### config.mk
export PLATFORM = sky130hd
export DESIGN_NAME = ac_rms_current_meter
export DESIGN_NICKNAME = d
export VERILOG_FILES = /design/src/design/acrms_pkg.sv /design/src/design/ac_rms_current_meter.sv /design/src/design/acrms_mul.sv /design/src/design/acrms_div.sv /design/src/design/acrms_sqrt.sv
export VERILOG_INCLUDE_DIRS = /design/src /design/src/design
export SDC_FILE = /design/constraint.sdc
export NUM_CORES = 1
export LEC_CHECK = 0
export ABC_CLOCK_PERIOD_IN_PS = 4300
export BUFFER_PORTS_ARGS = -buffer_cell sky130_fd_sc_hd__buf_2
export CORE_UTILIZATION = 58
export DETAILED_ROUTE_END_ITERATION = 8
export PLACE_DENSITY = 0.82
export SETUP_SLACK_MARGIN = 0.4
export SLEW_MARGIN = 30
export SYNTH_ARGS = -nofsm -noshare
export SYNTH_HDL_FRONTEND = slang
export SYNTH_SLANG_ARGS = --single-unit
### constraint.sdc
create_clock -name aclk -period 4.3 [get_ports aclk]
set_input_delay 0.215 -clock aclk [delete_from_list [all_inputs] [get_ports aclk]]
set_output_delay 0.215 -clock aclk [all_outputs]
set_load 0.05 [all_outputs]
### src/design/ac_rms_current_meter_defines.svh
// ============================================================================
// AC RMS current meter - assertion macros
// Shared concurrent assertion forms used by the top-level design file.
// ============================================================================
`ifndef AC_RMS_CURRENT_METER_DEFINES_SVH
`define AC_RMS_CURRENT_METER_DEFINES_SVH

// Same-cycle implication, disabled while reset is asserted.
`define ACRMS_ASSERT_IMP(lbl, clk, rstn, ante, cons) \
    lbl: assert property (@(posedge clk) disable iff (!rstn) (ante) |-> (cons)) \
        else $error("acrms assertion failed");

// Next-cycle implication, disabled while reset is asserted.
`define ACRMS_ASSERT_NEXT(lbl, clk, rstn, ante, cons) \
    lbl: assert property (@(posedge clk) disable iff (!rstn) (ante) |=> (cons)) \
        else $error("acrms assertion failed");

`endif

### src/design/acrms_pkg.sv
// ============================================================================
// AC RMS current meter - package
// Widths, state encoding and unit request/status types.
// ============================================================================
package acrms_pkg;

    // Parameter defaults
    localparam int DEF_MAX_SAMPLES = 4096;
    localparam int DEF_SAMPLE_BITS = 12;

    // Field and register widths
    localparam int SAMPLE_W    = 12;
    localparam int SPP_W       = 13;
    localparam int MVPA_W      = 16;
    localparam int CFG_DATA_W  = 16;
    localparam int RMS_W       = 16;
    localparam int CUR_W       = 22;
    localparam int SUM_W       = 24;
    localparam int OFFSET_W    = 16;
    localparam int SQSUM_W     = 48;
    localparam int IN_TDATA_W  = 16;
    localparam int OUT_TDATA_W = 40;

    localparam logic [SPP_W-1:0]   RESET_SPP  = 13'd400;
    localparam logic [MVPA_W-1:0]  RESET_MVPA = 16'd100;
    localparam logic [CUR_W-1:0]   CUR_MAX    = 22'd4194303;

    // Configuration register indexes
    localparam logic CFG_SAMPLES_PER_PASS   = 1'b0;
    localparam logic CFG_MILLIVOLTS_PER_AMP = 1'b1;

    // Radix-16 squaring unit
    localparam int MUL_W     = 16;
    localparam int DIGIT_W   = 4;
    localparam int MUL_STEPS = MUL_W / DIGIT_W;
    localparam int MUL_CNT_W = $clog2(MUL_STEPS);

    // Bit-serial divider
    localparam int DIV_DEND_W = 48;
    localparam int DIV_DSOR_W = 20;
    localparam int DIV_CNT_W  = $clog2(DIV_DEND_W);

    // Bit-pair serial square root
    localparam int SQRT_IN_W   = 48;
    localparam int SQRT_ROOT_W = SQRT_IN_W / 2;
    localparam int SQRT_REM_W  = SQRT_ROOT_W + 2;
    localparam int SQRT_CNT_W  = $clog2(SQRT_ROOT_W);

    typedef enum logic [2:0] {
        ST_IDLE,
        ST_SQUARE,
        ST_OFS_DIV,
        ST_MS_DIV,
        ST_SQRT,
        ST_CUR_DIV,
        ST_RESULT
    } acrms_state_t;

    typedef struct packed {
        logic busy;
        logic done;
    } acrms_unit_stat_t;

    typedef struct packed {
        logic             start;
        logic [MUL_W-1:0] operand;
    } acrms_mul_req_t;

    typedef struct packed {
        logic                  start;
        logic [DIV_DEND_W-1:0] dividend;
        logic [DIV_DSOR_W-1:0] divisor;
    } acrms_div_req_t;

    typedef struct packed {
        logic                 start;
        logic [SQRT_IN_W-1:0] radicand;
    } acrms_sqrt_req_t;

endpackage

### src/design/ac_rms_current_meter.sv
// ============================================================================
// AC RMS current meter - top level
// Two-pass DC-removed RMS measurement of a current-transformer signal.
// ============================================================================
// Usage. Samples in millivolts arrive on the s_ stream channel, one per
// transaction. The first samples_per_pass samples form the DC offset; the
// next samples_per_pass samples are squared after removing it. After the last
// sample of that second pass one result transaction appears on the m_
// channel holding the RMS value in 1/16 mV and the current in mA, and the
// block starts a new offset pass. Configuration writes are taken at any
// edge with cfg_wr_en high and should only be made while the block is idle.
// Offset-pass samples are taken back to back; after the last one the channel
// is held off while the 48-step serial divider forms the offset. Each RMS-pass
// sample holds off the channel until the 4-digit squaring unit has squared it.
// The result follows the last sample after squaring, a divide for the mean
// square, a square root and a divide for the current. Reset restores the
// register defaults and starts an offset pass. A stalled receiver holds the
// result in the output register; the block keeps taking samples and only
// waits if a second result is ready before the first has been taken.
// ============================================================================
module ac_rms_current_meter #(
    parameter int MAX_SAMPLES = acrms_pkg::DEF_MAX_SAMPLES,
    parameter int SAMPLE_BITS = acrms_pkg::DEF_SAMPLE_BITS
) (
    input  logic                               aclk,
    input  logic                               aresetn,
    // Configuration write port
    input  logic                               cfg_wr_en,
    input  logic                               cfg_index,
    input  logic [acrms_pkg::CFG_DATA_W-1:0]   cfg_wdata,
    // Sample channel
    input  logic                               s_tvalid,
    output logic                               s_tready,
    input  logic [acrms_pkg::IN_TDATA_W-1:0]   s_tdata,   // [11:0] sample_mv
    // Result channel
    output logic                               m_tvalid,
    input  logic                               m_tready,
    output logic [acrms_pkg::OUT_TDATA_W-1:0]  m_tdata    // [15:0] rms_mv_q4, [37:16] current_ma
);
    import acrms_pkg::*;

`include "ac_rms_current_meter_defines.svh"

    // Only the low SAMPLE_BITS bits of a reading count.
    localparam logic [SAMPLE_W-1:0] SampleMask =
        SAMPLE_W'((64'd1 << SAMPLE_BITS) - 64'd1);

    acrms_state_t state_reg, state_next;

    // Configuration registers
    logic [SPP_W-1:0]    spp_reg, spp_next;
    logic [MVPA_W-1:0]   mvpa_reg, mvpa_next;

    // Measurement state
    logic                in_rms_reg, in_rms_next;
    logic [SPP_W-1:0]    count_reg, count_next;
    logic [SUM_W-1:0]    sum_reg, sum_next;
    logic [OFFSET_W-1:0] offset_reg, offset_next;
    logic [SQSUM_W-1:0]  sqsum_reg, sqsum_next;
    logic                last_reg, last_next;
    logic [SPP_W-1:0]    n_reg, n_next;

    // Result holding and output registers
    logic [RMS_W-1:0]    rms_reg, rms_next;
    logic [CUR_W-1:0]    cur_reg, cur_next;
    logic                m_valid_reg, m_valid_next;
    logic [RMS_W-1:0]    out_rms_reg, out_rms_next;
    logic [CUR_W-1:0]    out_cur_reg, out_cur_next;

    logic                accept;
    logic [SAMPLE_W-1:0] sample;
    logic [SPP_W-1:0]    pass_len;
    logic [SPP_W-1:0]    count_inc;
    logic                pass_end;
    logic [SUM_W-1:0]    sum_add;
    logic [OFFSET_W-1:0] scaled;
    logic [MUL_W-1:0]    diff;
    logic [SQSUM_W-1:0]  sqsum_add;
    logic [MVPA_W-1:0]   mvpa_eff;
    logic [25:0]         rms_wide;
    logic [25:0]         rms_x1000;
    logic                out_free;

    acrms_mul_req_t      mul_req;
    acrms_unit_stat_t    mul_stat;
    logic [2*MUL_W-1:0]  mul_product;
    acrms_div_req_t      div_req;
    acrms_unit_stat_t    div_stat;
    logic [DIV_DEND_W-1:0] div_quotient;
    acrms_sqrt_req_t     sqrt_req;
    acrms_unit_stat_t    sqrt_stat;
    logic [SQRT_ROOT_W-1:0] sqrt_root;

    acrms_mul u_mul (
        .aclk    (aclk),
        .aresetn (aresetn),
        .req     (mul_req),
        .stat    (mul_stat),
        .product (mul_product)
    );

    acrms_div u_div (
        .aclk     (aclk),
        .aresetn  (aresetn),
        .req      (div_req),
        .stat     (div_stat),
        .quotient (div_quotient)
    );

    acrms_sqrt u_sqrt (
        .aclk    (aclk),
        .aresetn (aresetn),
        .req     (sqrt_req),
        .stat    (sqrt_stat),
        .root    (sqrt_root)
    );

    assign s_tready = (state_reg == ST_IDLE);
    assign accept   = s_tvalid && s_tready;
    assign sample   = s_tdata[SAMPLE_W-1:0] & SampleMask;
    assign out_free = !m_valid_reg || m_tready;

    // Pass length in force: a zero count behaves as one, and the count is
    // capped at the largest supported pass.
    always_comb begin
        pass_len = spp_reg;
        if (spp_reg == '0) begin
            pass_len = SPP_W'(1);
        end else if (int'(spp_reg) > MAX_SAMPLES) begin
            pass_len = SPP_W'(MAX_SAMPLES);
        end
    end

    assign count_inc = count_reg + 1'b1;
    assign pass_end  = (count_inc >= pass_len);
    assign sum_add   = sum_reg + SUM_W'(sample);

    // Deviation of the Q.4 sample from the offset, as a magnitude.
    assign scaled = {sample, 4'b0000};
    assign diff   = (scaled >= offset_reg) ? (scaled - offset_reg) : (offset_reg - scaled);

    assign sqsum_add = sqsum_reg + SQSUM_W'(mul_product);
    assign mvpa_eff  = (mvpa_reg == '0) ? MVPA_W'(1) : mvpa_reg;

    // rms * 1000 as 1024 - 16 - 8 times rms.
    assign rms_wide  = 26'(sqrt_root[RMS_W-1:0]);
    assign rms_x1000 = (rms_wide << 10) - (rms_wide << 4) - (rms_wide << 3);

    // Next state
    always_comb begin
        state_next = state_reg;
        unique case (state_reg)
            ST_IDLE: begin
                if (accept) begin
                    if (in_rms_reg) begin
                        state_next = ST_SQUARE;
                    end else if (pass_end) begin
                        state_next = ST_OFS_DIV;
                    end
                end
            end
            ST_SQUARE: begin
                if (mul_stat.done) begin
                    state_next = last_reg ? ST_MS_DIV : ST_IDLE;
                end
            end
            ST_OFS_DIV: begin
                if (div_stat.done) begin
                    state_next = ST_IDLE;
                end
            end
            ST_MS_DIV: begin
                if (div_stat.done) begin
                    state_next = ST_SQRT;
                end
            end
            ST_SQRT: begin
                if (sqrt_stat.done) begin
                    state_next = ST_CUR_DIV;
                end
            end
            ST_CUR_DIV: begin
                if (div_stat.done) begin
                    state_next = ST_RESULT;
                end
            end
            ST_RESULT: begin
                if (out_free) begin
                    state_next = ST_IDLE;
                end
            end
            default: state_next = ST_IDLE;
        endcase
    end

    // Datapath and unit control
    always_comb begin
        spp_next     = spp_reg;
        mvpa_next    = mvpa_reg;
        in_rms_next  = in_rms_reg;
        count_next   = count_reg;
        sum_next     = sum_reg;
        offset_next  = offset_reg;
        sqsum_next   = sqsum_reg;
        last_next    = last_reg;
        n_next       = n_reg;
        rms_next     = rms_reg;
        cur_next     = cur_reg;
        out_rms_next = out_rms_reg;
        out_cur_next = out_cur_reg;
        m_valid_next = m_valid_reg && !m_tready;

        mul_req      = '0;
        div_req      = '0;
        sqrt_req     = '0;

        if (cfg_wr_en) begin
            unique case (cfg_index)
                CFG_SAMPLES_PER_PASS:   spp_next  = cfg_wdata[SPP_W-1:0];
                CFG_MILLIVOLTS_PER_AMP: mvpa_next = cfg_wdata[MVPA_W-1:0];
                default: ;
            endcase
        end

        unique case (state_reg)
            ST_IDLE: begin
                if (accept) begin
                    count_next = count_inc;
                    n_next     = pass_len;
                    if (in_rms_reg) begin
                        last_next       = pass_end;
                        mul_req.start   = 1'b1;
                        mul_req.operand = diff;
                    end else begin
                        sum_next = sum_add;
                        if (pass_end) begin
                            div_req.start    = 1'b1;
                            div_req.dividend = DIV_DEND_W'({sum_add, 4'b0000});
                            div_req.divisor  = DIV_DSOR_W'(pass_len);
                        end
                    end
                end
            end
            ST_SQUARE: begin
                if (mul_stat.done) begin
                    sqsum_next = sqsum_add;
                    if (last_reg) begin
                        // Pass over: hand the sum to the divider and start afresh.
                        div_req.start    = 1'b1;
                        div_req.dividend = sqsum_add;
                        div_req.divisor  = DIV_DSOR_W'(n_reg);
                        in_rms_next      = 1'b0;
                        count_next       = '0;
                        sum_next         = '0;
                        sqsum_next       = '0;
                    end
                end
            end
            ST_OFS_DIV: begin
                if (div_stat.done) begin
                    offset_next = div_quotient[OFFSET_W-1:0];
                    in_rms_next = 1'b1;
                    count_next  = '0;
                    sum_next    = '0;
                    sqsum_next  = '0;
                end
            end
            ST_MS_DIV: begin
                if (div_stat.done) begin
                    sqrt_req.start    = 1'b1;
                    sqrt_req.radicand = div_quotient;
                end
            end
            ST_SQRT: begin
                if (sqrt_stat.done) begin
                    rms_next         = sqrt_root[RMS_W-1:0];
                    div_req.start    = 1'b1;
                    div_req.dividend = DIV_DEND_W'(rms_x1000);
                    div_req.divisor  = {mvpa_eff, 4'b0000};
                end
            end
            ST_CUR_DIV: begin
                if (div_stat.done) begin
                    if (div_quotient > DIV_DEND_W'(CUR_MAX)) begin
                        cur_next = CUR_MAX;
                    end else begin
                        cur_next = div_quotient[CUR_W-1:0];
                    end
                end
            end
            ST_RESULT: begin
                if (out_free) begin
                    out_rms_next = rms_reg;
                    out_cur_next = cur_reg;
                    m_valid_next = 1'b1;
                end
            end
            default: ;
        endcase
    end

    always_ff @(posedge aclk) begin
        if (!aresetn) begin
            state_reg   <= ST_IDLE;
            spp_reg     <= RESET_SPP;
            mvpa_reg    <= RESET_MVPA;
            in_rms_reg  <= 1'b0;
            count_reg   <= '0;
            sum_reg     <= '0;
            offset_reg  <= '0;
            sqsum_reg   <= '0;
            last_reg    <= 1'b0;
            m_valid_reg <= 1'b0;
        end else begin
            state_reg   <= state_next;
            spp_reg     <= spp_next;
            mvpa_reg    <= mvpa_next;
            in_rms_reg  <= in_rms_next;
            count_reg   <= count_next;
            sum_reg     <= sum_next;
            offset_reg  <= offset_next;
            sqsum_reg   <= sqsum_next;
            last_reg    <= last_next;
            m_valid_reg <= m_valid_next;
        end
    end

    always_ff @(posedge aclk) begin
        n_reg       <= n_next;
        rms_reg     <= rms_next;
        cur_reg     <= cur_next;
        out_rms_reg <= out_rms_next;
        out_cur_reg <= out_cur_next;
    end

    assign m_tvalid = m_valid_reg;
    assign m_tdata  = {2'b00, out_cur_reg, out_rms_reg};

    // A sample is only taken with every arithmetic unit at rest.
    `ACRMS_ASSERT_IMP(a_ready_units_idle, aclk, aresetn, s_tready,
        !mul_stat.busy && !div_stat.busy && !sqrt_stat.busy)
    // Unit completions only arrive in the state that waits for them.
    `ACRMS_ASSERT_IMP(a_mul_done_state, aclk, aresetn, mul_stat.done,
        state_reg == ST_SQUARE)
    `ACRMS_ASSERT_IMP(a_div_done_state, aclk, aresetn, div_stat.done,
        state_reg == ST_OFS_DIV || state_reg == ST_MS_DIV || state_reg == ST_CUR_DIV)
    // Leaving the result state always presents a result transaction.
    `ACRMS_ASSERT_NEXT(a_result_presented, aclk, aresetn,
        state_reg == ST_RESULT && out_free, m_tvalid)

endmodule

### src/design/acrms_mul.sv
// ============================================================================
// AC RMS current meter - digit-serial squaring unit
// Squares a 16-bit operand, one 4-bit digit of the multiplier per cycle.
// ============================================================================
module acrms_mul (
    input  logic                          aclk,
    input  logic                          aresetn,
    input  acrms_pkg::acrms_mul_req_t     req,
    output acrms_pkg::acrms_unit_stat_t   stat,
    output logic [2*acrms_pkg::MUL_W-1:0] product
);
    import acrms_pkg::*;

    logic [MUL_W-1:0]         mcand_reg, mcand_next;
    logic [MUL_W-1:0]         mplier_reg, mplier_next;
    logic [2*MUL_W-1:0]       prod_reg, prod_next;
    logic [MUL_CNT_W-1:0]     cnt_reg, cnt_next;
    logic                     busy_reg, busy_next;
    logic                     done_reg, done_next;
    logic [MUL_W+DIGIT_W-1:0] pp;
    logic [MUL_W+DIGIT_W-1:0] hi;

    assign pp = (MUL_W+DIGIT_W)'(mcand_reg) * (MUL_W+DIGIT_W)'(mplier_reg[DIGIT_W-1:0]);
    assign hi = (MUL_W+DIGIT_W)'(prod_reg[2*MUL_W-1:MUL_W]) + pp;

    always_comb begin
        mcand_next  = mcand_reg;
        mplier_next = mplier_reg;
        prod_next   = prod_reg;
        cnt_next    = cnt_reg;
        busy_next   = busy_reg;
        done_next   = 1'b0;
        if (req.start) begin
            mcand_next  = req.operand;
            mplier_next = req.operand;
            prod_next   = '0;
            cnt_next    = MUL_CNT_W'(MUL_STEPS - 1);
            busy_next   = 1'b1;
        end else if (busy_reg) begin
            // Add the partial product to the upper half, then shift one digit right.
            prod_next   = {hi, prod_reg[MUL_W-1:DIGIT_W]};
            mplier_next = mplier_reg >> DIGIT_W;
            if (cnt_reg == '0) begin
                busy_next = 1'b0;
                done_next = 1'b1;
            end else begin
                cnt_next = cnt_reg - 1'b1;
            end
        end
    end

    always_ff @(posedge aclk) begin
        if (!aresetn) begin
            cnt_reg  <= '0;
            busy_reg <= 1'b0;
            done_reg <= 1'b0;
        end else begin
            cnt_reg  <= cnt_next;
            busy_reg <= busy_next;
            done_reg <= done_next;
        end
    end

    always_ff @(posedge aclk) begin
        mcand_reg  <= mcand_next;
        mplier_reg <= mplier_next;
        prod_reg   <= prod_next;
    end

    assign stat.busy = busy_reg;
    assign stat.done = done_reg;
    assign product   = prod_reg;

endmodule

### src/design/acrms_div.sv
// ============================================================================
// AC RMS current meter - bit-serial divider
// Restoring division, one quotient bit per cycle, shared by all divisions.
// ============================================================================
module acrms_div (
    input  logic                           aclk,
    input  logic                           aresetn,
    input  acrms_pkg::acrms_div_req_t      req,
    output acrms_pkg::acrms_unit_stat_t    stat,
    output logic [acrms_pkg::DIV_DEND_W-1:0] quotient
);
    import acrms_pkg::*;

    logic [DIV_DSOR_W-1:0] rem_reg, rem_next;
    logic [DIV_DEND_W-1:0] quo_reg, quo_next;
    logic [DIV_DSOR_W-1:0] dsor_reg, dsor_next;
    logic [DIV_CNT_W-1:0]  cnt_reg, cnt_next;
    logic                  busy_reg, busy_next;
    logic                  done_reg, done_next;
    logic [DIV_DSOR_W:0]   shifted;
    logic [DIV_DSOR_W:0]   trial;

    // The dividend shifts out of the top of the quotient register into the
    // partial remainder while quotient bits shift in at the bottom.
    assign shifted = {rem_reg, quo_reg[DIV_DEND_W-1]};
    assign trial   = shifted - {1'b0, dsor_reg};

    always_comb begin
        rem_next  = rem_reg;
        quo_next  = quo_reg;
        dsor_next = dsor_reg;
        cnt_next  = cnt_reg;
        busy_next = busy_reg;
        done_next = 1'b0;
        if (req.start) begin
            rem_next  = '0;
            quo_next  = req.dividend;
            dsor_next = req.divisor;
            cnt_next  = DIV_CNT_W'(DIV_DEND_W - 1);
            busy_next = 1'b1;
        end else if (busy_reg) begin
            if (!trial[DIV_DSOR_W]) begin
                rem_next = trial[DIV_DSOR_W-1:0];
                quo_next = {quo_reg[DIV_DEND_W-2:0], 1'b1};
            end else begin
                rem_next = shifted[DIV_DSOR_W-1:0];
                quo_next = {quo_reg[DIV_DEND_W-2:0], 1'b0};
            end
            if (cnt_reg == '0) begin
                busy_next = 1'b0;
                done_next = 1'b1;
            end else begin
                cnt_next = cnt_reg - 1'b1;
            end
        end
    end

    always_ff @(posedge aclk) begin
        if (!aresetn) begin
            cnt_reg  <= '0;
            busy_reg <= 1'b0;
            done_reg <= 1'b0;
        end else begin
            cnt_reg  <= cnt_next;
            busy_reg <= busy_next;
            done_reg <= done_next;
        end
    end

    always_ff @(posedge aclk) begin
        rem_reg  <= rem_next;
        quo_reg  <= quo_next;
        dsor_reg <= dsor_next;
    end

    assign stat.busy = busy_reg;
    assign stat.done = done_reg;
    assign quotient  = quo_reg;

endmodule

### src/design/acrms_sqrt.sv
// ============================================================================
// AC RMS current meter - serial square root
// Floor square root, one bit pair of the radicand per cycle.
// ============================================================================
module acrms_sqrt (
    input  logic                             aclk,
    input  logic                             aresetn,
    input  acrms_pkg::acrms_sqrt_req_t       req,
    output acrms_pkg::acrms_unit_stat_t      stat,
    output logic [acrms_pkg::SQRT_ROOT_W-1:0] root
);
    import acrms_pkg::*;

    logic [SQRT_IN_W-1:0]   rad_reg, rad_next;
    logic [SQRT_REM_W-1:0]  rem_reg, rem_next;
    logic [SQRT_ROOT_W-1:0] root_reg, root_next;
    logic [SQRT_CNT_W-1:0]  cnt_reg, cnt_next;
    logic                   busy_reg, busy_next;
    logic                   done_reg, done_next;
    logic [SQRT_REM_W+1:0]  r2;
    logic [SQRT_REM_W+1:0]  trial;
    logic [SQRT_REM_W+1:0]  diff;

    assign r2    = {rem_reg, rad_reg[SQRT_IN_W-1 -: 2]};
    assign trial = {2'b00, root_reg, 2'b01};
    assign diff  = r2 - trial;

    always_comb begin
        rad_next  = rad_reg;
        rem_next  = rem_reg;
        root_next = root_reg;
        cnt_next  = cnt_reg;
        busy_next = busy_reg;
        done_next = 1'b0;
        if (req.start) begin
            rad_next  = req.radicand;
            rem_next  = '0;
            root_next = '0;
            cnt_next  = SQRT_CNT_W'(SQRT_ROOT_W - 1);
            busy_next = 1'b1;
        end else if (busy_reg) begin
            rad_next = {rad_reg[SQRT_IN_W-3:0], 2'b00};
            if (!diff[SQRT_REM_W+1]) begin
                rem_next  = diff[SQRT_REM_W-1:0];
                root_next = {root_reg[SQRT_ROOT_W-2:0], 1'b1};
            end else begin
                rem_next  = r2[SQRT_REM_W-1:0];
                root_next = {root_reg[SQRT_ROOT_W-2:0], 1'b0};
            end
            if (cnt_reg == '0) begin
                busy_next = 1'b0;
                done_next = 1'b1;
            end else begin
                cnt_next = cnt_reg - 1'b1;
            end
        end
    end

    always_ff @(posedge aclk) begin
        if (!aresetn) begin
            cnt_reg  <= '0;
            busy_reg <= 1'b0;
            done_reg <= 1'b0;
        end else begin
            cnt_reg  <= cnt_next;
            busy_reg <= busy_next;
            done_reg <= done_next;
        end
    end

    always_ff @(posedge aclk) begin
        rad_reg  <= rad_next;
        rem_reg  <= rem_next;
        root_reg <= root_next;
    end

    assign stat.busy = busy_reg;
    assign stat.done = done_reg;
    assign root      = root_reg;

endmodule
==> flow_metrics.env <==
export IMPL_outcome="finished, final reports clean"
export IMPL_routed_wl_mm=77.8
export IMPL_dpl_hpwl_mm=54.0
export IMPL_drt_pass1_iter_count=8
export IMPL_final_cell_area_mm2=0.0334
export IMPL_period_share=0.986
export IMPL_grt_ovfl_total=0
export IMPL_critPathKind="flop to flop"
export IMPL_layout_setup_ws_ns=0.0593
export IMPL_dieHeight_um=229
export IMPL_crit_arrival_ns=4.76
export IMPL_final_cell_mix="nand2_1 (410), dfxtp_1 (254), edfxtp_1 (237), inv_1 (202), nor2_1 (182)"
export IMPL_finalHoldViolations=0
export IMPL_port_buffers=73
export IMPL_synth_edf_count=237
export IMPL_finalSetupViolCount=0
export IMPL_start_util=0.591
export IMPL_cpLargestDelayFamily="adder cells"
export IMPL_cellPowerDensity_mw_per_mm2=380
export IMPL_cts_made_buffers=53
export IMPL_cts_sinks=494
export IMPL_max_cap_violations=0
export IMPL_drive_gt1_frac=0.0989
export IMPL_fmax_mhz=236
export IMPL_clockBufferDepth=3
export IMPL_place_inst=3799
export IMPL_fin_skew_ns=0.0177
export IMPL_cts_max_level=2
export IMPL_crit_fanout=3
export IMPL_avgSynthCellArea_um2=9.40
export IMPL_pin_count=80
export IMPL_maxSlewViolCount=0
export IMPL_crit_path_start="u_mul.mplier_reg[1]$_DFFE_PP_"
export IMPL_first_iter_violations=2616
export IMPL_drc=0
export IMPL_via_count=24400
export IMPL_pre_cts_slack_ns=0.155
export IMPL_rsz0062_at_grt="yes"
export IMPL_ys_types=98
export IMPL_async_flop_share=0
export IMPL_synth_top_flop_cell="dfxtp_1"
export IMPL_ant_nets=0
export IMPL_syn_inst=3169
export IMPL_grt_pass1_wl_mm=123
export IMPL_vdd_drop_max_mv=0.311
export IMPL_die_x_um=229
export IMPL_cp_common_cell="fa_1"
export IMPL_cts_tree="yes"
export IMPL_areaGrowthSynthToFinish_pct=12.1
export IMPL_gr_usage_all_layers=0.290
export IMPL_wl_per_cell_um=19.7
export IMPL_via_per_inst=6.17
export IMPL_clock_latency_ns=0.63
export IMPL_crit_required_ns=4.81
export IMPL_slowest_delay_ns=0.58
export IMPL_maxSlewHeadroom=0.377
export IMPL_rr_startpoint="u_mul.mplier_reg[1]$_DFFE_PP_"
export IMPL_leakage_uw=0.0136
export IMPL_root_buffer="clkbuf_16"
export IMPL_gp_congestion=0.957
export IMPL_syn_area_mm2=0.0298
export IMPL_clkTransAtPathRegs_ns=0.06
export IMPL_holdCritStartpoint="s_tdata[0]"
export IMPL_ys_ff_latch=494
export IMPL_grt_pass1_vias=23600
export IMPL_yosysWarnings=0
export IMPL_core_mm2=0.0504
export IMPL_yosysSeqAreaShare=0.412
export IMPL_final_common_cell="nand2_1"
export IMPL_grt_max_degree=76
export IMPL_fillers=3784
export IMPL_layoutNonFillerInstCount=3947
export IMPL_tightest_slew_ns=0.932
export IMPL_die_area_mm2=0.0523
export IMPL_critical_path_cell_chain="buf_4 > nand2_2 > fa_1 > fa_1 > fa_1 > inv_2 > ha_4 > a21o_1 > a21o_4 > a2111oi_4 > o21ai_1 > o211ai_1 > o21bai_1 > a21boi_1 > mux2i_1 > nor2_1"
export IMPL_placed_cell_area_mm2=0.0308
export IMPL_crit_slowest_cell="fa_1"
export IMPL_path_buf_inv=2
export IMPL_placementRows=82
export IMPL_start_kind="flop"
export IMPL_antenna_found_initial=1
export IMPL_finalNetCount=3512
export IMPL_min_period_ns=4.24
export IMPL_cp_end_kind="flop"
export IMPL_diodes=0
export IMPL_hold_class="primary input to flop"
[layout make-up]
type                    count  area (µm²)  share of cell area
clock buffers              66        1480              0.0443
clock inverters            34         432              0.0129
well taps                 672         841              0.0252
multi-input cells        2321       16500               0.493
inverters                 209         793              0.0238
repair buffers            151        1120              0.0336
flip-flops and latches    494       12300               0.367
[report_power, final]
part	switching [µW]	leakage, µW	internal, µW	total, µW
combinational	1410	0.00848	1030	2440
sequential	174	0.00423	5080	5250
clock	2050	0.000932	2960	5010
total	3630	0.0136	9070	12700
[metal layers]
layer	share of wire	vias to the layer above	track usage	wire length [µm]
li1	-	11300	-	-
met1	0.41	11700	0.379	31900
met5	0.00022	-	0	17
met4	0.045	2	0.133	3490
met2	0.47	1073	0.475	36400
met3	0.077	239	0.0439	6030
[worst reg2reg max path: stages, from the launching register on]
cell and delay (ns):
edfxtp_1 0.40, buf_4 0.15, nand2_2 0.06, fa_1 0.58, fa_1 0.44, fa_1 0.51, inv_2 0.05, ha_4 0.24
a21o_1 0.21, a21o_4 0.23, a2111oi_4 0.35, o21ai_1 0.12, o211ai_1 0.18, o21bai_1 0.15, a21boi_1 0.19, mux2i_1 0.21
nor2_1 0.06
[per-stage QoR]
step	power [µW]	setup TNS, ns	hold slack [ns]	utilization
after floorplan	7250	0	0.339	-
final	12700	0	0.117	0.663
after detailed placement	7620	0	0.405	0.611
after global routing	13200	-0.413	0.151	0.663
after global placement	7530	0	0.404	0.611
after CTS	12600	0	0.0355	0.658
[worst paths after layout]
path	end	slack, ns	cells after the start
max	u_mul.product[29]$_SDFFE_PP0P_	0.06	16
min	sum_reg[0]$_SDFFE_PN0P_	0.12	4
max reg2reg	u_mul.product[29]$_SDFFE_PP0P_	0.06	16
min reg2reg	out_cur_reg[7]$_DFFE_PP_	0.42	0
[cells in the mapped netlist, types with 72 or more instances]
cell | count | area, µm²
o21ai_0 | 178 | 891
clkbuf_1 | 121 | 454
xnor2_1 | 105 | 920
a21o_1 | 79 | 593
nor2_1 | 184 | 691
inv_1 | 206 | 773
and2_1 | 72 | 450
a21oi_1 | 177 | 886
dfxtp_1 | 257 | 5140
ha_1 | 188 | 2350
edfxtp_1 | 237 | 7120
nand2_1 | 411 | 1540
mux2i_1 | 98 | 981
[kinds of logic (layout without fill, tap and decap cells)]
| kind of cell | after synthesis | in the layout | synth area share |
|---|---|---|---|
| AO/OA/AOI/OAI | 804 | 804 | 0.180 |
| flip-flops | 494 | 494 | 0.412 |
| other | 1 | 2 | 0.000126 |
| AND/OR/NAND/NOR | 1000 | 1000 | 0.160 |
| XOR/XNOR | 165 | 165 | 0.0488 |
| buffers and inverters | 355 | 460 | 0.0469 |
| adder cells (fa/ha/maj) | 244 | 244 | 0.117 |
| multiplexers | 106 | 106 | 0.0361 |
[what timing repair did]
| item | 4_1_cts | 5_1_grt |
|---|---|---|
| hold endpoints to repair | 30 | 0 |
| resized for setup | 31 | 16 |
| setup buffers | 12 | 16 |
| pin swaps | 20 | 11 |
| setup endpoints to repair | 74 | 141 |
| hold buffers | 17 | 0 |
| cloned | 1 | 2 |
(Power assumes the default switching activity.)
